--- config.mk ---
export PLATFORM = sky130hd
export DESIGN_NAME = keyed_top_k_score_table_flat
export DESIGN_NICKNAME = d
export VERILOG_FILES = /design/src/design/ktst_pkg.sv /design/src/design/ktst_in_if.sv /design/src/design/ktst_out_if.sv /design/src/design/ktst_ram.sv /design/src/design/keyed_top_k_score_table.sv /design/src/flat_wrapper.sv
export SDC_FILE = /design/constraint.sdc
export NUM_CORES = 2
export LEC_CHECK = 0
export BUFFER_PORTS_ARGS = -buffer_cell sky130_fd_sc_hd__buf_2
export CELL_PAD_IN_SITES_DETAIL_PLACEMENT = 1
export CELL_PAD_IN_SITES_GLOBAL_PLACEMENT = 2
export CORE_AREA = 2 2 424 426
export DETAILED_ROUTE_END_ITERATION = 8
export DIE_AREA = 0 0 426 428
export HOLD_SLACK_MARGIN = 0.03
export PLACE_DENSITY = 0.62
export RECOVER_POWER = 100
export SLEW_MARGIN = 40
export SYNTH_ARGS = -nofsm -noshare
export SYNTH_HDL_FRONTEND = slang
export SYNTH_SLANG_ARGS = --single-unit
--- constraint.sdc ---
create_clock -name clk -period 31 [get_ports clk]
set_clock_uncertainty 0.2 [all_clocks]
set_input_delay 1.55 -clock clk [delete_from_list [all_inputs] [get_ports clk]]
set_output_delay 1.55 -clock clk [all_outputs]
set_load 0.1 [all_outputs]
--- src/design/ktst_pkg.sv ---
// shared types, constants and key helpers for the keyed top-k score table
`default_nettype none

package ktst_pkg;

  localparam int TABLE_ENTRIES = 8;
  localparam int KEY_BYTES     = 15;

  localparam int LOW_W   = 64;
  localparam int HIGH_W  = 56;
  localparam int KEY_W   = LOW_W + HIGH_W;
  localparam int ATTR_W  = 16;
  localparam int SCORE_W = 19;
  localparam int ATTRS   = 5;
  localparam int IDX_W   = $clog2(TABLE_ENTRIES);

  localparam logic [IDX_W-1:0] LAST_IDX = IDX_W'(TABLE_ENTRIES - 1);

  typedef logic [KEY_W-1:0]   key_t;
  typedef logic [SCORE_W-1:0] score_t;
  typedef logic [IDX_W-1:0]   idx_t;

  typedef struct packed {
    key_t   key;
    score_t score;
  } entry_t;

  localparam int ENTRY_W = $bits(entry_t);

  // name ends at the first zero byte, and nothing past KEY_BYTES survives
  function automatic key_t normalize_key(input logic [LOW_W-1:0] lo,
                                         input logic [HIGH_W-1:0] hi);
    key_t raw;
    key_t res;
    logic ended;
    raw   = {hi, lo};
    res   = '0;
    ended = 1'b0;
    for (int b = 0; b < KEY_W / 8; b++) begin
      if (b < KEY_BYTES && !ended && raw[8*b +: 8] != 8'd0) begin
        res[8*b +: 8] = raw[8*b +: 8];
      end else begin
        ended = 1'b1;
      end
    end
    return res;
  endfunction

  // "Vazio", cut to the key width
  localparam key_t EMPTY_KEY = normalize_key(64'h0000_006F_697A_6156, 56'd0);

  localparam entry_t EMPTY_ENTRY = '{key: EMPTY_KEY, score: '0};

endpackage

`default_nettype wire

--- src/design/ktst_in_if.sv ---
// request channel carrying one key and its five attributes
`default_nettype none

interface ktst_in_if;
  import ktst_pkg::*;

  logic              valid;
  logic              ready;
  logic [LOW_W-1:0]  key_low;
  logic [HIGH_W-1:0] key_high;
  logic [ATTR_W-1:0] stamina;
  logic [ATTR_W-1:0] motivation;
  logic [ATTR_W-1:0] reputation;
  logic [ATTR_W-1:0] wisdom;
  logic [ATTR_W-1:0] grade;

  modport source (
    output valid, key_low, key_high, stamina, motivation, reputation, wisdom, grade,
    input  ready
  );

  modport sink (
    input  valid, key_low, key_high, stamina, motivation, reputation, wisdom, grade,
    output ready
  );

endinterface

`default_nettype wire

--- src/design/ktst_out_if.sv ---
// result channel carrying the table-changed flag
`default_nettype none

interface ktst_out_if;

  logic valid;
  logic ready;
  logic changed;

  modport source (
    output valid, changed,
    input  ready
  );

  modport sink (
    input  valid, changed,
    output ready
  );

endinterface

`default_nettype wire

--- src/design/ktst_ram.sv ---
// generic simple dual-port ram with registered read
`default_nettype none

module ktst_ram #(
  parameter int WIDTH = 8,
  parameter int DEPTH = 4
) (
  input  wire logic                     clk,
  input  wire logic                     wr_en,
  input  wire logic [$clog2(DEPTH)-1:0] wr_addr,
  input  wire logic [WIDTH-1:0]         wr_data,
  input  wire logic                     rd_en,
  input  wire logic [$clog2(DEPTH)-1:0] rd_addr,
  output logic      [WIDTH-1:0]         rd_data
);

  logic [WIDTH-1:0] mem_r [DEPTH];
  logic [WIDTH-1:0] rd_data_r;

  always_ff @(posedge clk) begin
    if (wr_en) begin
      mem_r[wr_addr] <= wr_data;
    end
    if (rd_en) begin
      rd_data_r <= mem_r[rd_addr];
    end
  end

  assign rd_data = rd_data_r;

endmodule

`default_nettype wire

--- src/design/keyed_top_k_score_table.sv ---
// top level: sequencer that keeps the sorted top-k table of name keys and scores
//
// Keeps a table of TABLE_ENTRIES (name, score) pairs sorted by descending score,
// all reset to ("Vazio", 0). Each request is taken only while the block is idle;
// the five attributes are summed one per cycle on a shared adder, then the
// table ram is walked one entry at a time with one key and score compare unit
// to find the first matching name and the insertion slot. A known name with a
// higher score is removed (entries below move up) and reinserted; a new name
// goes in if it beats the last entry. Every entry move is a ram read followed
// by a ram write, so the single table ram sets the latency, which is shortest
// when the table is unchanged and longest when the top entry is removed and
// reinserted at the top. A finished result waits in an output register, and
// the next request may be taken while it waits. Entries never written since
// reset read as the empty entry through per-entry valid bits.
`default_nettype none

module keyed_top_k_score_table (
  input wire logic   clk,
  input wire logic   rst_n,
  ktst_in_if.sink    in_ch,
  ktst_out_if.source out_ch
);
  import ktst_pkg::*;

  localparam logic [3:0] S_IDLE     = 4'd0;
  localparam logic [3:0] S_SUM      = 4'd1;
  localparam logic [3:0] S_SCAN_RD  = 4'd2;
  localparam logic [3:0] S_SCAN_CHK = 4'd3;
  localparam logic [3:0] S_DECIDE   = 4'd4;
  localparam logic [3:0] S_RM_RD    = 4'd5;
  localparam logic [3:0] S_RM_WR    = 4'd6;
  localparam logic [3:0] S_RM_LAST  = 4'd7;
  localparam logic [3:0] S_INS_RD   = 4'd8;
  localparam logic [3:0] S_INS_WR   = 4'd9;
  localparam logic [3:0] S_INS_NEW  = 4'd10;
  localparam logic [3:0] S_DONE     = 4'd11;

  localparam int ADD_W = $clog2(ATTRS - 1);

  logic [3:0] state_r, state_nxt;
  idx_t       idx_r, idx_nxt;
  idx_t       pos_r, pos_nxt;
  idx_t       ins_r, ins_nxt;
  logic       found_r, found_nxt;
  logic       ins_set_r, ins_set_nxt;
  score_t     old_score_r, old_score_nxt;
  key_t       key_r, key_nxt;
  score_t     score_r, score_nxt;
  logic [ATTR_W-1:0] attr_r [ATTRS-1];
  logic [ATTR_W-1:0] attr_nxt [ATTRS-1];
  logic [ADD_W-1:0]  sum_cnt_r, sum_cnt_nxt;
  logic       changed_r, changed_nxt;
  logic       out_valid_r, out_valid_nxt;
  logic       out_changed_r, out_changed_nxt;
  logic [TABLE_ENTRIES-1:0] valid_r, valid_nxt;
  logic       rd_valid_r;

  logic   rd_en;
  idx_t   rd_addr;
  logic   wr_en;
  idx_t   wr_addr;
  entry_t wr_data;
  entry_t rd_data;
  entry_t rd_entry;
  logic   key_match;
  logic   accept;

  ktst_ram #(
    .WIDTH (ENTRY_W),
    .DEPTH (TABLE_ENTRIES)
  ) u_table (
    .clk     (clk),
    .wr_en   (wr_en),
    .wr_addr (wr_addr),
    .wr_data (wr_data),
    .rd_en   (rd_en),
    .rd_addr (rd_addr),
    .rd_data (rd_data)
  );

  // never-written slots read as the empty entry
  assign rd_entry  = rd_valid_r ? rd_data : EMPTY_ENTRY;
  assign key_match = (rd_entry.key == key_r);

  assign in_ch.ready    = (state_r == S_IDLE);
  assign accept         = in_ch.valid && in_ch.ready;
  assign out_ch.valid   = out_valid_r;
  assign out_ch.changed = out_changed_r;

  always_comb begin
    state_nxt     = state_r;
    idx_nxt       = idx_r;
    pos_nxt       = pos_r;
    ins_nxt       = ins_r;
    found_nxt     = found_r;
    ins_set_nxt   = ins_set_r;
    old_score_nxt = old_score_r;
    key_nxt       = key_r;
    score_nxt     = score_r;
    attr_nxt      = attr_r;
    sum_cnt_nxt   = sum_cnt_r;
    changed_nxt   = changed_r;
    valid_nxt     = valid_r;
    rd_en         = 1'b0;
    rd_addr       = idx_r;
    wr_en         = 1'b0;
    wr_addr       = idx_r;
    wr_data       = rd_entry;

    out_valid_nxt   = out_valid_r && !out_ch.ready;
    out_changed_nxt = out_changed_r;

    unique case (state_r)
      S_IDLE: begin
        if (accept) begin
          key_nxt     = normalize_key(in_ch.key_low, in_ch.key_high);
          score_nxt   = SCORE_W'(in_ch.stamina);
          attr_nxt[0] = in_ch.motivation;
          attr_nxt[1] = in_ch.reputation;
          attr_nxt[2] = in_ch.wisdom;
          attr_nxt[3] = in_ch.grade;
          sum_cnt_nxt = '0;
          found_nxt   = 1'b0;
          ins_set_nxt = 1'b0;
          state_nxt   = S_SUM;
        end
      end

      S_SUM: begin
        score_nxt = score_r + SCORE_W'(attr_r[sum_cnt_r]);
        if (sum_cnt_r == ADD_W'(ATTRS - 2)) begin
          idx_nxt   = '0;
          state_nxt = S_SCAN_RD;
        end else begin
          sum_cnt_nxt = sum_cnt_r + 1'b1;
        end
      end

      S_SCAN_RD: begin
        rd_en     = 1'b1;
        rd_addr   = idx_r;
        state_nxt = S_SCAN_CHK;
      end

      S_SCAN_CHK: begin
        if (key_match && !found_r) begin
          found_nxt     = 1'b1;
          pos_nxt       = idx_r;
          old_score_nxt = rd_entry.score;
        end else if (!ins_set_r && score_r > rd_entry.score) begin
          // slot index as seen after the matched entry is taken out
          ins_set_nxt = 1'b1;
          ins_nxt     = found_r ? idx_r - 1'b1 : idx_r;
        end
        if (idx_r == LAST_IDX) begin
          state_nxt = S_DECIDE;
        end else begin
          idx_nxt   = idx_r + 1'b1;
          state_nxt = S_SCAN_RD;
        end
      end

      S_DECIDE: begin
        if (found_r && score_r <= old_score_r) begin
          changed_nxt = 1'b0;
          state_nxt   = S_DONE;
        end else if (found_r) begin
          changed_nxt = 1'b1;
          idx_nxt     = pos_r;
          // after removal the cleared last slot always loses
          if (!ins_set_r) begin
            ins_nxt = LAST_IDX;
          end
          state_nxt = (pos_r == LAST_IDX) ? S_RM_LAST : S_RM_RD;
        end else if (ins_set_r) begin
          changed_nxt = 1'b1;
          idx_nxt     = LAST_IDX;
          state_nxt   = (ins_r == LAST_IDX) ? S_INS_NEW : S_INS_RD;
        end else begin
          changed_nxt = 1'b0;
          state_nxt   = S_DONE;
        end
      end

      S_RM_RD: begin
        rd_en     = 1'b1;
        rd_addr   = idx_r + 1'b1;
        state_nxt = S_RM_WR;
      end

      S_RM_WR: begin
        wr_en              = 1'b1;
        wr_addr            = idx_r;
        wr_data            = rd_entry;
        valid_nxt[idx_r]   = 1'b1;
        idx_nxt            = idx_r + 1'b1;
        state_nxt          = (idx_r + 1'b1 == LAST_IDX) ? S_RM_LAST : S_RM_RD;
      end

      S_RM_LAST: begin
        wr_en               = 1'b1;
        wr_addr             = LAST_IDX;
        wr_data             = EMPTY_ENTRY;
        valid_nxt[LAST_IDX] = 1'b1;
        idx_nxt             = LAST_IDX;
        state_nxt           = (ins_r == LAST_IDX) ? S_INS_NEW : S_INS_RD;
      end

      S_INS_RD: begin
        rd_en     = 1'b1;
        rd_addr   = idx_r - 1'b1;
        state_nxt = S_INS_WR;
      end

      S_INS_WR: begin
        wr_en            = 1'b1;
        wr_addr          = idx_r;
        wr_data          = rd_entry;
        valid_nxt[idx_r] = 1'b1;
        idx_nxt          = idx_r - 1'b1;
        state_nxt        = (idx_r - 1'b1 == ins_r) ? S_INS_NEW : S_INS_RD;
      end

      S_INS_NEW: begin
        wr_en            = 1'b1;
        wr_addr          = ins_r;
        wr_data          = '{key: key_r, score: score_r};
        valid_nxt[ins_r] = 1'b1;
        state_nxt        = S_DONE;
      end

      S_DONE: begin
        if (!out_valid_r || out_ch.ready) begin
          out_valid_nxt   = 1'b1;
          out_changed_nxt = changed_r;
          state_nxt       = S_IDLE;
        end
      end

      default: begin
        state_nxt = S_IDLE;
      end
    endcase
  end

  always_ff @(posedge clk) begin
    if (!rst_n) begin
      state_r     <= S_IDLE;
      found_r     <= 1'b0;
      ins_set_r   <= 1'b0;
      sum_cnt_r   <= '0;
      idx_r       <= '0;
      changed_r   <= 1'b0;
      out_valid_r <= 1'b0;
      valid_r     <= '0;
      rd_valid_r  <= 1'b0;
    end else begin
      state_r     <= state_nxt;
      found_r     <= found_nxt;
      ins_set_r   <= ins_set_nxt;
      sum_cnt_r   <= sum_cnt_nxt;
      idx_r       <= idx_nxt;
      changed_r   <= changed_nxt;
      out_valid_r <= out_valid_nxt;
      valid_r     <= valid_nxt;
      if (rd_en) begin
        rd_valid_r <= valid_r[rd_addr];
      end
    end
  end

  always_ff @(posedge clk) begin
    pos_r         <= pos_nxt;
    ins_r         <= ins_nxt;
    old_score_r   <= old_score_nxt;
    key_r         <= key_nxt;
    score_r       <= score_nxt;
    attr_r        <= attr_nxt;
    out_changed_r <= out_changed_nxt;
  end

endmodule

`default_nettype wire

--- src/flat_wrapper.sv ---
// flat-port wrapper written by rule: the top's interface ports become plain ports
module keyed_top_k_score_table_flat import ktst_pkg::*;
  (clk, rst_n, in_ch_valid, in_ch_key_low, in_ch_key_high, in_ch_stamina, in_ch_motivation, in_ch_reputation, in_ch_wisdom, in_ch_grade, in_ch_ready, out_ch_valid, out_ch_changed, out_ch_ready);
  ktst_in_if in_ch_i ();
  ktst_out_if out_ch_i ();
  input wire logic clk;
  input wire logic rst_n;
  input wire logic [$bits(in_ch_i.valid)-1:0] in_ch_valid;
  input wire logic [$bits(in_ch_i.key_low)-1:0] in_ch_key_low;
  input wire logic [$bits(in_ch_i.key_high)-1:0] in_ch_key_high;
  input wire logic [$bits(in_ch_i.stamina)-1:0] in_ch_stamina;
  input wire logic [$bits(in_ch_i.motivation)-1:0] in_ch_motivation;
  input wire logic [$bits(in_ch_i.reputation)-1:0] in_ch_reputation;
  input wire logic [$bits(in_ch_i.wisdom)-1:0] in_ch_wisdom;
  input wire logic [$bits(in_ch_i.grade)-1:0] in_ch_grade;
  output wire logic [$bits(in_ch_i.ready)-1:0] in_ch_ready;
  output wire logic [$bits(out_ch_i.valid)-1:0] out_ch_valid;
  output wire logic [$bits(out_ch_i.changed)-1:0] out_ch_changed;
  input wire logic [$bits(out_ch_i.ready)-1:0] out_ch_ready;
  assign in_ch_i.valid = in_ch_valid;
  assign in_ch_i.key_low = in_ch_key_low;
  assign in_ch_i.key_high = in_ch_key_high;
  assign in_ch_i.stamina = in_ch_stamina;
  assign in_ch_i.motivation = in_ch_motivation;
  assign in_ch_i.reputation = in_ch_reputation;
  assign in_ch_i.wisdom = in_ch_wisdom;
  assign in_ch_i.grade = in_ch_grade;
  assign in_ch_ready = in_ch_i.ready;
  assign out_ch_valid = out_ch_i.valid;
  assign out_ch_changed = out_ch_i.changed;
  assign out_ch_i.ready = out_ch_ready;
  keyed_top_k_score_table u_core (.clk(clk), .rst_n(rst_n), .in_ch(in_ch_i), .out_ch(out_ch_i));
endmodule
==> results by group <==
Run status
  • Status: complete, but fails checks
  • Failing checks: capacitance limit, slew limit

Layout
  • Leading cell type in the layout, fill and taps excluded: edfxtp_1
  • FF+latch area: 0.0449 sq mm
  • Fin area: 0.0709 sq mm
  • Core Util, Final: 39.9%
  • Area of the multi-input gates: around 0.016 sq mm
  • Fill cells: roughly 17000
  • Nets: about 3900
  • Share of layout cells above drive strength 1: between 20 and 25%
  • Most frequent cells in the layout: 1480 x edfxtp_1, 296 x mux4_2, 202 x buf_2
  • Layout area overhead: 14.7%

Yosys
  • Cell variety after synth: 83
  • Mapped Cells: 3365
  • Main synth FF type: edfxtp_1
  • Post-synth net total: 3629
  • Seq/Total Area, Yosys: approximately 73%
  • Mean Syn Cell Area: between 15 and 20 sq um
  • Synth async-reset ratio: 0%
  • Ys Warns: 0
  • Post-synth EDFFs: 1480
  • FF+latch count, synth: 1502
  • Synth Cell Area: between 0.06 and 0.07 sq mm

CTS
  • Worst-Skew Late Latency: 0.82 ns
  • TritonCTS Buffers: 164
  • H-tree depth: 4
  • Setup repair bufs after CTS: 0
  • Root Driver: clkbuf_16
  • CTS tree: yes
  • Max Root-Sink Buffers: 3
  • Reg clk slew, reported paths: 0.05 ns
  • Clock sink count: 1502
  • PostCTS Resize Cnt: 0
  • Hold Buf Count CTS: 0

Placed design
  • IO Port Bufs: 206
  • Placed cell areas: around 0.066 sq mm
  • RD Place Congestion: 0.765
  • Post-DP HPWL: about 100000 um

Setup path
  • CP max-delay cell: clkbuf_1
  • Crit path DAT: approximately 13 ns
  • Req. time, crit path: 31.11 ns
  • CP max FO: 66
  • Critical path endpoint category: register
  • Most frequent cell on the critical path: clkbuf_1
  • Max stage delay on crit path: 3.84 ns
  • WS Path Type: register to register
  • Worst path bufs/invs: 4
  • CP Launch Type: register
  • Crit path cell chain: clkbuf_1 > nor2b_1 > nand3_1 > nand2_1 > o22a_1 > nand2b_1 > nor2_1 > clkbuf_1 > clkbuf_1 > clkbuf_1
  • Delay-heaviest family, CP: buffers and inverters

Global routing
  • Antenna violations before repair: 5
  • Vias in the first global route: 34800
  • Total global-route track usage: 18.6%
  • Global-route wire length before repair: around 250000 um
  • Largest net degree at the start of global routing: roughly 100
  • Grt total ovfl: 0

Pwr
  • Cell Pwr Density: about 63 mW/mm^2
  • Pleak: 23.4 nW
  • Max VDD drop: 45.3 uV
  • Total power: 4.48 mW

Drt
  • DRT antenna net count: 0
  • Routed len/inst: roughly 28 um
  • DRT Wirelength: 170000 um
  • Vias/cell: approximately 5.3
  • DRT Pass-1 Iters: 5
  • Iteration-0 DRC count of the detailed router: 2665
  • DRC viols: 0
  • DR vias: 32600

STA
  • Final setup viols: 0
  • Fin. max-slew vios: 2027
  • Period utilization: 40.7%
  • Setup TNS: 0 ns
  • Worst slew pin tran: 6.87 ns
  • Unrepaired setup endpoints after global routing: false
  • Worst rel slew slack: -358%
  • Max frequency: about 0.079 GHz
  • Post-layout min period: 12.62 ns
  • Hold Vio Cnt, Final: 0

Floorplan
  • DIE AREA: 0.182 sq mm
  • Initial core utilization: 34.8%
  • Chip Height: 428 um
  • Ports: 207
  • Core area: 0.178 sq mm
  • Die W: around 430 um
  • Site Rows: 155

Run
  • Max cap viols: 44

Hold path
  • Hold Path Class: register to register
[kinds of logic (layout without fill, tap and decap cells)]
family / after synthesis / after routing / share of synthesized area, %
xor gates and xnor gates: 64 / 64 / 0.907
AOI/OAI and AO/OA: 444 / 444 / 4.96
adders and majority gates: 61 / 61 / 1.24
DFF: 1502 / 1502 / 72.6
other: 0 / 2 / 0
muxes: 440 / 440 / 13.4
and+or+nand+nor: 596 / 596 / 5.19
buffers and inverters: 258 / 664 / 1.70
[flip-flops by register name (all words and copies together), names as in the netlist]
register,flops
u_core.ins_set_r,1
u_core.sum_cnt_r,2
u_core.ins_r,3
u_core.attr_r,64
u_core.found_r,1
u_core.valid_r,8
u_core.changed_r,1
u_core.out_ch.changed,1
u_core.u_table.rd_data,139
u_core.out_ch.valid,1
u_core.score_r,19
u_core.key_r,120
u_core.old_score_r,19
u_core.u_table.mem_r,1112
u_core.idx_r,3
u_core.rd_valid_r,1
u_core.pos_r,3
u_core.state_r,4
[stage by stage]
stage	hold slack (ns)	instances	setup WS (ns)
after floorplan	0.203	3365	19.16
after global placement	0.221	5812	25.26
after detailed placement	0.228	5828	25.33
after CTS	0.244	6123	25.32
after global routing	0.266	6126	17.31
final	0.245	6128	18.38
[per-layer routing]
layer	vias to the layer above	part of all wire (%)	wire (um)	GRT usage [%]
met3	196	4.0	6860	2.77
met4	0	2.0	3440	4.53
li1	14200	-	-	-
met5	-	0	0	0
met2	725	49	83300	30.7
met1	17500	45	76600	25.7
[cells in the mapped netlist (18+ instances only)]
cell / count / area share (%)
nand3_1: 19 / 0.15
a21oi_1: 42 / 0.34
buf_2: 56 / 0.45
ha_1: 59 / 1.2
clkbuf_1: 99 / 0.60
a31oi_1: 35 / 0.35
mux4_2: 296 / 11
nor4_1: 46 / 0.47
a2bb2oi_1: 18 / 0.25
o21ai_0: 127 / 1.0
dfxtp_1: 22 / 0.71
a21o_1: 21 / 0.25
xnor2_1: 43 / 0.61
xor2_1: 21 / 0.30
nor2b_1: 28 / 0.28
nand2b_1: 28 / 0.28
nand2_1: 138 / 0.84
mux2_2: 143 / 2.6
nor2_1: 103 / 0.63
nor3_1: 46 / 0.37
inv_1: 93 / 0.56
and2_1: 102 / 1.0
a22o_1: 72 / 1.0
edfxtp_1: 1480 / 72
[final timing paths]
path / from / cells past startpoint / end / slack (ns)
setup / recovery: u_core.state_r[1] / 10 / u_core.u_table.mem_r[5][45] / 18.38
hold / removal: u_core.changed_r / 0 / u_core.out_ch.changed / 0.25
setup reg to reg: u_core.state_r[1] / 10 / u_core.u_table.mem_r[5][45] / 18.38
hold reg to reg: u_core.changed_r / 0 / u_core.out_ch.changed / 0.25
[where the power goes]
| group | internal (mW) | switching, mW | leakage [nW] | total (mW) |
|---|---|---|---|---|
| clock network | 1.11 | 0.831 | 2.55 | 1.94 |
| registers | 2.26 | 0.0427 | 14.2 | 2.30 |
| logic | 0.101 | 0.142 | 6.64 | 0.243 |
| total | 3.47 | 1.02 | 23.4 | 4.48 |
[layout make-up]
cell class                      instances  area share, %
Antenna cell                            2        0.00706
Clock buffer                          201           6.04
Clock inverter                         94           1.43
Inverter                               95          0.505
Multi-Input combinational cell       1605           22.5
Sequential cell                      1502           63.3
Tap cell                             2355           4.16
Timing Repair Buffer                  274           2.07
Note: power is estimated with default switching activity, not from simulation.
